$ cat config.mk
export PLATFORM = sky130hd
export DESIGN_NAME = rbsc_front
export DESIGN_NICKNAME = d
export VERILOG_FILES = /design/src/rbsc_pkg.sv /design/src/rbsc_front.sv
export SDC_FILE = /design/constraint.sdc
export NUM_CORES = 1
export LEC_CHECK = 0
export BUFFER_PORTS_ARGS = -buffer_cell sky130_fd_sc_hd__buf_2
export CAP_MARGIN = 20
export CORE_AREA = 4 4 229 231
export CTS_CLUSTER_SIZE = 10
export DETAILED_ROUTE_END_ITERATION = 6
export DIE_AREA = 0 0 233 235
export GPL_TIMING_DRIVEN = 0
export PLACE_DENSITY = 0.53
export SYNTH_ARGS = -nofsm -noshare
export SYNTH_HDL_FRONTEND = slang
export SYNTH_SLANG_ARGS = --single-unit
$ cat constraint.sdc
create_clock -name i_clk -period 7.1 [get_ports i_clk]
set_input_delay 1.42 -clock i_clk [delete_from_list [all_inputs] [get_ports i_clk]]
set_output_delay 1.42 -clock i_clk [all_outputs]
set_load 0.02 [all_outputs]
$ cat src/rbsc_pkg.sv
// ----------------------------------------------------------------------------
// rbsc_pkg: shared types and constants
// Item, configuration and sequencer types for the 2D rigid body step and
// collision block.
// ----------------------------------------------------------------------------
package rbsc_pkg;

    localparam int IN_DATA_W  = 200;
    localparam int OUT_DATA_W = 288;

    localparam logic OP_TICK = 1'b0;
    localparam logic OP_CAND = 1'b1;

    localparam int FLG_SOLID = 0;
    localparam int FLG_KIN   = 1;
    localparam int FLG_GRAV  = 2;

    localparam logic [2:0] CFG_GX     = 3'd0;
    localparam logic [2:0] CFG_GY     = 3'd1;
    localparam logic [2:0] CFG_AIR    = 3'd2;
    localparam logic [2:0] CFG_FRIC   = 3'd3;
    localparam logic [2:0] CFG_BOUNCE = 3'd4;
    localparam logic [2:0] CFG_MASS   = 3'd5;
    localparam logic [2:0] CFG_ARATE  = 3'd6;
    localparam logic [2:0] CFG_FLAGS  = 3'd7;

    typedef enum logic [1:0] {
        K_TICK,
        K_CAND,
        K_IGN
    } t_kind;

    typedef struct packed {
        logic signed [31:0] gx;
        logic signed [31:0] gy;
        logic [30:0]        air;
        logic [16:0]        fric;
        logic signed [17:0] bounce;
        logic [30:0]        mass;
        logic signed [31:0] arate;
        logic [2:0]         flags;
    } t_cfg;

    typedef struct packed {
        t_kind              kind;
        logic               last;
        logic [30:0]        dt;
        logic signed [17:0] ax;
        logic signed [17:0] ay;
        logic signed [31:0] sep;
        logic               pk;
        logic [30:0]        pm;
        logic signed [31:0] pvx;
        logic signed [31:0] pvy;
    } t_item;

    typedef enum logic [5:0] {
        B_IDLE, B_TG, B_TA1, B_TA2, B_TP, B_TANG,
        B_C1, B_C2, B_C3, B_C4,
        B_R1, B_R2,
        B_K3, B_K4, B_K5, B_K6, B_K7, B_K8, B_K9, B_K10, B_K11, B_K12,
        B_DH1, B_DH2, B_DIV, B_DWAIT, B_D1, B_D2, B_D3,
        B_POS, B_EMIT
    } t_bstate;

    function automatic logic signed [31:0] sat32(input logic signed [67:0] v);
        logic signed [31:0] r;
        if (v > 68'sh0_0000_0000_7FFF_FFFF) begin
            r = 32'sh7FFF_FFFF;
        end else if (v < -68'sh0_0000_0000_8000_0000) begin
            r = 32'sh8000_0000;
        end else begin
            r = v[31:0];
        end
        return r;
    endfunction

    function automatic logic signed [31:0] sadd(input logic signed [33:0] a,
                                                input logic signed [33:0] b);
        return sat32(68'(a) + 68'(b));
    endfunction

endpackage

$ cat src/rbsc_front.sv
// ----------------------------------------------------------------------------
// rbsc_front: input stage
// Accepts stream items, unpacks and classifies them, and queues them for
// the sequencer in a two-entry FIFO.
// ----------------------------------------------------------------------------
module rbsc_front (
    input  logic                             i_clk,
    input  logic                             i_rst_n,
    input  logic                             s_axis_tvalid,
    output logic                             s_axis_tready,
    input  logic [rbsc_pkg::IN_DATA_W-1:0]   s_axis_tdata,
    input  logic                             s_axis_tuser,
    input  logic                             s_axis_tlast,
    input  rbsc_pkg::t_cfg                   i_cfg,
    output logic                             o_q_valid,
    output rbsc_pkg::t_item                  o_q_item,
    input  logic                             i_q_pop
);
    import rbsc_pkg::*;

    t_item      w_item;
    t_item      r_mem [2];
    logic       r_wp, r_rp;
    logic [1:0] r_cnt;
    logic       w_push, w_pop;

    always_comb begin
        w_item.last = s_axis_tlast;
        w_item.dt   = s_axis_tdata[30:0];
        w_item.ax   = s_axis_tdata[48:31];
        w_item.ay   = s_axis_tdata[66:49];
        w_item.sep  = s_axis_tdata[98:67];
        w_item.pk   = s_axis_tdata[99];
        w_item.pm   = s_axis_tdata[130:100];
        w_item.pvx  = s_axis_tdata[162:131];
        w_item.pvy  = s_axis_tdata[194:163];
        if (s_axis_tuser == OP_TICK) begin
            w_item.kind = K_TICK;
        end else if (i_cfg.flags[FLG_SOLID] && !i_cfg.flags[FLG_KIN]) begin
            w_item.kind = K_CAND;
        end else begin
            w_item.kind = K_IGN;
        end
    end

    assign s_axis_tready = (r_cnt != 2'd2);
    assign w_push        = s_axis_tvalid && s_axis_tready;
    assign o_q_valid     = (r_cnt != 2'd0);
    assign w_pop         = i_q_pop && o_q_valid;
    assign o_q_item      = r_mem[r_rp];

    always_ff @(posedge i_clk) begin
        if (w_push) begin
            r_mem[r_wp] <= w_item;
        end
    end

    always_ff @(posedge i_clk) begin
        if (!i_rst_n) begin
            r_wp  <= 1'b0;
            r_rp  <= 1'b0;
            r_cnt <= 2'd0;
        end else begin
            if (w_push) begin
                r_wp <= ~r_wp;
            end
            if (w_pop) begin
                r_rp <= ~r_rp;
            end
            r_cnt <= r_cnt + 2'(w_push) - 2'(w_pop);
        end
    end

endmodule

==> qor.yml <==
outcome:
  outcome: "completed"
clock_network:
  cts_resized: 0
  cts.path.max_buffers: 3
  clkTransAtPathRegs_ps: 50
  htree_num_levels: 2
  post_cts_buffers: 0
  cts_root_buf: "clkbuf_16"
  numCtsBuffers: 48
  clock_latency_ps: 560
  cts_tree: "done"
  clock_sinks: 401
  cts_hold_buffers: 0
timing:
  worst_pin_slew_ps: 816
  finClkSkew_ps: 11.8
  finalHoldViolCount: 0
  setup_violations: 0
  slew_headroom_pct: 45.6
  period_needed_ps: 3460
  rsz0062_at_grt: "false"
  slew_violations: 0
  clock.fmax_ghz: 0.289
  finalCritPeriodShare_pct: 48.8
  fin_ws_ps: 3640
cells_and_area:
  drive_gt1_share_pct: 61.0
  finalNetCount: 1508
  area_delta_synth_final_pct: 29.2
  nFillCells: 4735
  final_area_um2: 19400
  final_util_pct: 38.7
  layoutNonFillerInstCount: 1803
flow_run:
  drv_cap: 0
min_path:
  hp-class: "reg2reg"
critical_path:
  reg2reg_depth: 4
  cp_num_buf_inv: 4
  worstSetupEndpoint: "o_q_item[141]"
  crit_path_end_kind: "primary output"
  cp.required_ps: 5680
  crit_cells: 5
  critPathLaunchType: "flip-flop"
  path_cells: "buf_6, buf_6, buf_6, mux2_4, buf_2"
  r2r_start: "r_cnt[0]"
  cp_slowest_stage_delay_ps: 350
  critPathSlowestCell: "mux2_4"
  crit_type: "reg2out"
  crit_top_cell: "buf_6"
  arrival_ps: 2040
  cp_max_fo: 10
  cpLargestDelayFamily: "buffers and inverters"
  timing.reg2reg.setup_slack_ps: 4780
  r2r-end: "r_mem[1][109]"
detailed_routing:
  vias_per_cell: 4.24
  via_count: 7645
  wl_per_cell_um: 19.5
  ant_nets: 0
  wl_um: 35200
  drc: 0
  dr.pass1.iters: 4
  drtIter0Drc: 375
place:
  place_ws_ps: 3710
  dp_hpwl_um: 24700
  gp_congestion: 0.723
  port_buffers: 402
  dp.cells: 1727
  post_dp_cell_area_um2: 18000
synthesis:
  ys_seq_elements: 401
  synth_cells: 649
  syn_avg_cell_area_um2: 23.1
  synth_cell_types: 26
  synth_fp_nets: 1052
  syn_area_um2: 15000
  seq_area_frac_synth_pct: 80.0
  ys.warnings.count: 0
global_route:
  grt_pass1_vias: 8014
  groute.usage.overall_pct: 12.4
  grt_max_degree: 108
  grt_pass1_wl_um: 50800
  globalRouteOverflowTotal: 0
  grt_antenna_before_repair: 15
floorplanning:
  ioPinCount: 602
  placementRows: 82
  die_x_um: 233
  dieArea_um2: 54800
  start_util_pct: 29.9
  fp.coreArea_um2: 50100
  die_h_um: 235
pwr:
  power_density_nw_per_um2: 348
  report.power.total_uw: 6740
  vdd_drop_max_mv: 0.205
  power.static_leakage_uw: 0.00733
cells in the final DEF, fill, tap and decap left out, types with 2 or more instances in the layout:
cell / netlist / layout
and3_1: 3 / 2
buf_16: 0 / 4
buf_2: 7 / 409
buf_6: 15 / 15
clkbuf_1: 0 / 13
clkbuf_16: 0 / 50
clkinv_1: 0 / 2
dfxtp_1: 5 / 5
diode_2: 0 / 6
edfxtp_1: 396 / 396
inv_1: 3 / 2
mux2_2: 97 / 97
mux2_4: 101 / 101
nor2_1: 4 / 4
o21ai_0: 2 / 2
cells by family (layout without fill, tap and decap cells):
family          Yosys count  in the layout  share of synthesized area (%)
compound gates            7              7                          0.342
xor+xnor                  1              1                         0.0585
fa+ha+maj                 1              1                         0.0835
buf+inv                  25            501                           1.44
flops                   401            401                           80.0
mux                     198            198                           17.4
other cells               0              6                              0
simple gates             16             16                          0.626
synth_stat cells:
cell / instances / area, µm²
mux2_2: 97 / 1090
o31a_1: 1 / 8.76
edfxtp_1: 396 / 11900
nand3b_1: 1 / 7.51
buf_6: 15 / 169
nand3_1: 1 / 5.00
or2_2: 1 / 6.26
a21bo_2: 1 / 10.0
xor2_1: 1 / 8.76
o21ba_2: 1 / 10.0
mux2_4: 101 / 1520
nor3_1: 1 / 5.00
dfxtp_1: 5 / 100
a21oi_1: 1 / 5.00
inv_1: 3 / 11.3
a21boi_0: 1 / 7.51
nor2_1: 4 / 15.0
nor4_1: 1 / 6.26
and3_1: 3 / 18.8
nand2b_1: 1 / 6.26
buf_2: 7 / 35.0
o21ai_0: 2 / 10.0
and2_1: 1 / 6.26
and2b_1: 1 / 7.51
ha_1: 1 / 12.5
nor4bb_1: 1 / 10.0
worst reg2reg max path, cell delays in order (launching register included):
cell      delay, ps
dfxtp_1         410
nand2b_1        200
and3_4          620
buf_16          360
buf_16          340
worst min-delay path by stage:
stage / startpoint / to / slack, ps / cells past startpoint
after global placement: r_rp / r_rp / 490 / 2
after global routing: r_rp / r_rp / 540 / 2
final: r_rp / r_rp / 510 / 2
after CTS: r_rp / r_rp / 510 / 2
after floorplan: r_rp / flip-flop / 470 / 2
after detailed placement: r_rp / r_rp / 500 / 2
per-stage QoR:
| stage | TNS, ps | hold WS (ps) |
|---|---|---|
| global route | 0 | 542 |
| global placement | -884480 | 492 |
| floorplan | 0 | 472 |
| finish | 0 | 508 |
| detailed placement | 0 | 495 |
| CTS | 0 | 514 |
registers in the layout, summed over array words and instances, names as in the netlist, named ones only:
register,count
r_cnt,2
r_mem,396
r_rp,1
r_wp,1
per-layer routing:
layer	share of wire, %	global-route usage [%]
met1	41	15.2
met2	43	18.3
met3	14	7.69
met4	1.9	3.19
met5	0.28	0
power breakdown:
part	internal (µW)	total [µW]	switching (µW)	leakage, µW
Sequential	2880	2930	49.5	0.00375
Clock	1310	2190	875	0.000667
Combinational	681	1630	946	0.00292
Total	4870	6740	1870	0.00733
layout make-up:
type                    count  area (µm²)  area share (%)
diodes                      6        15.0          0.0776
plain buffers              22         204            1.05
clock buffers              64        1310            6.79
clock inverters             6        70.1           0.362
inverters                   3        18.8          0.0970
multi-input cells         223        2780            14.4
flip-flops and latches    401       12000            62.0
well taps                 672         841            4.34
repair buffers            406        2120            11.0
Note: power is estimated with default switching activity, not from simulation.
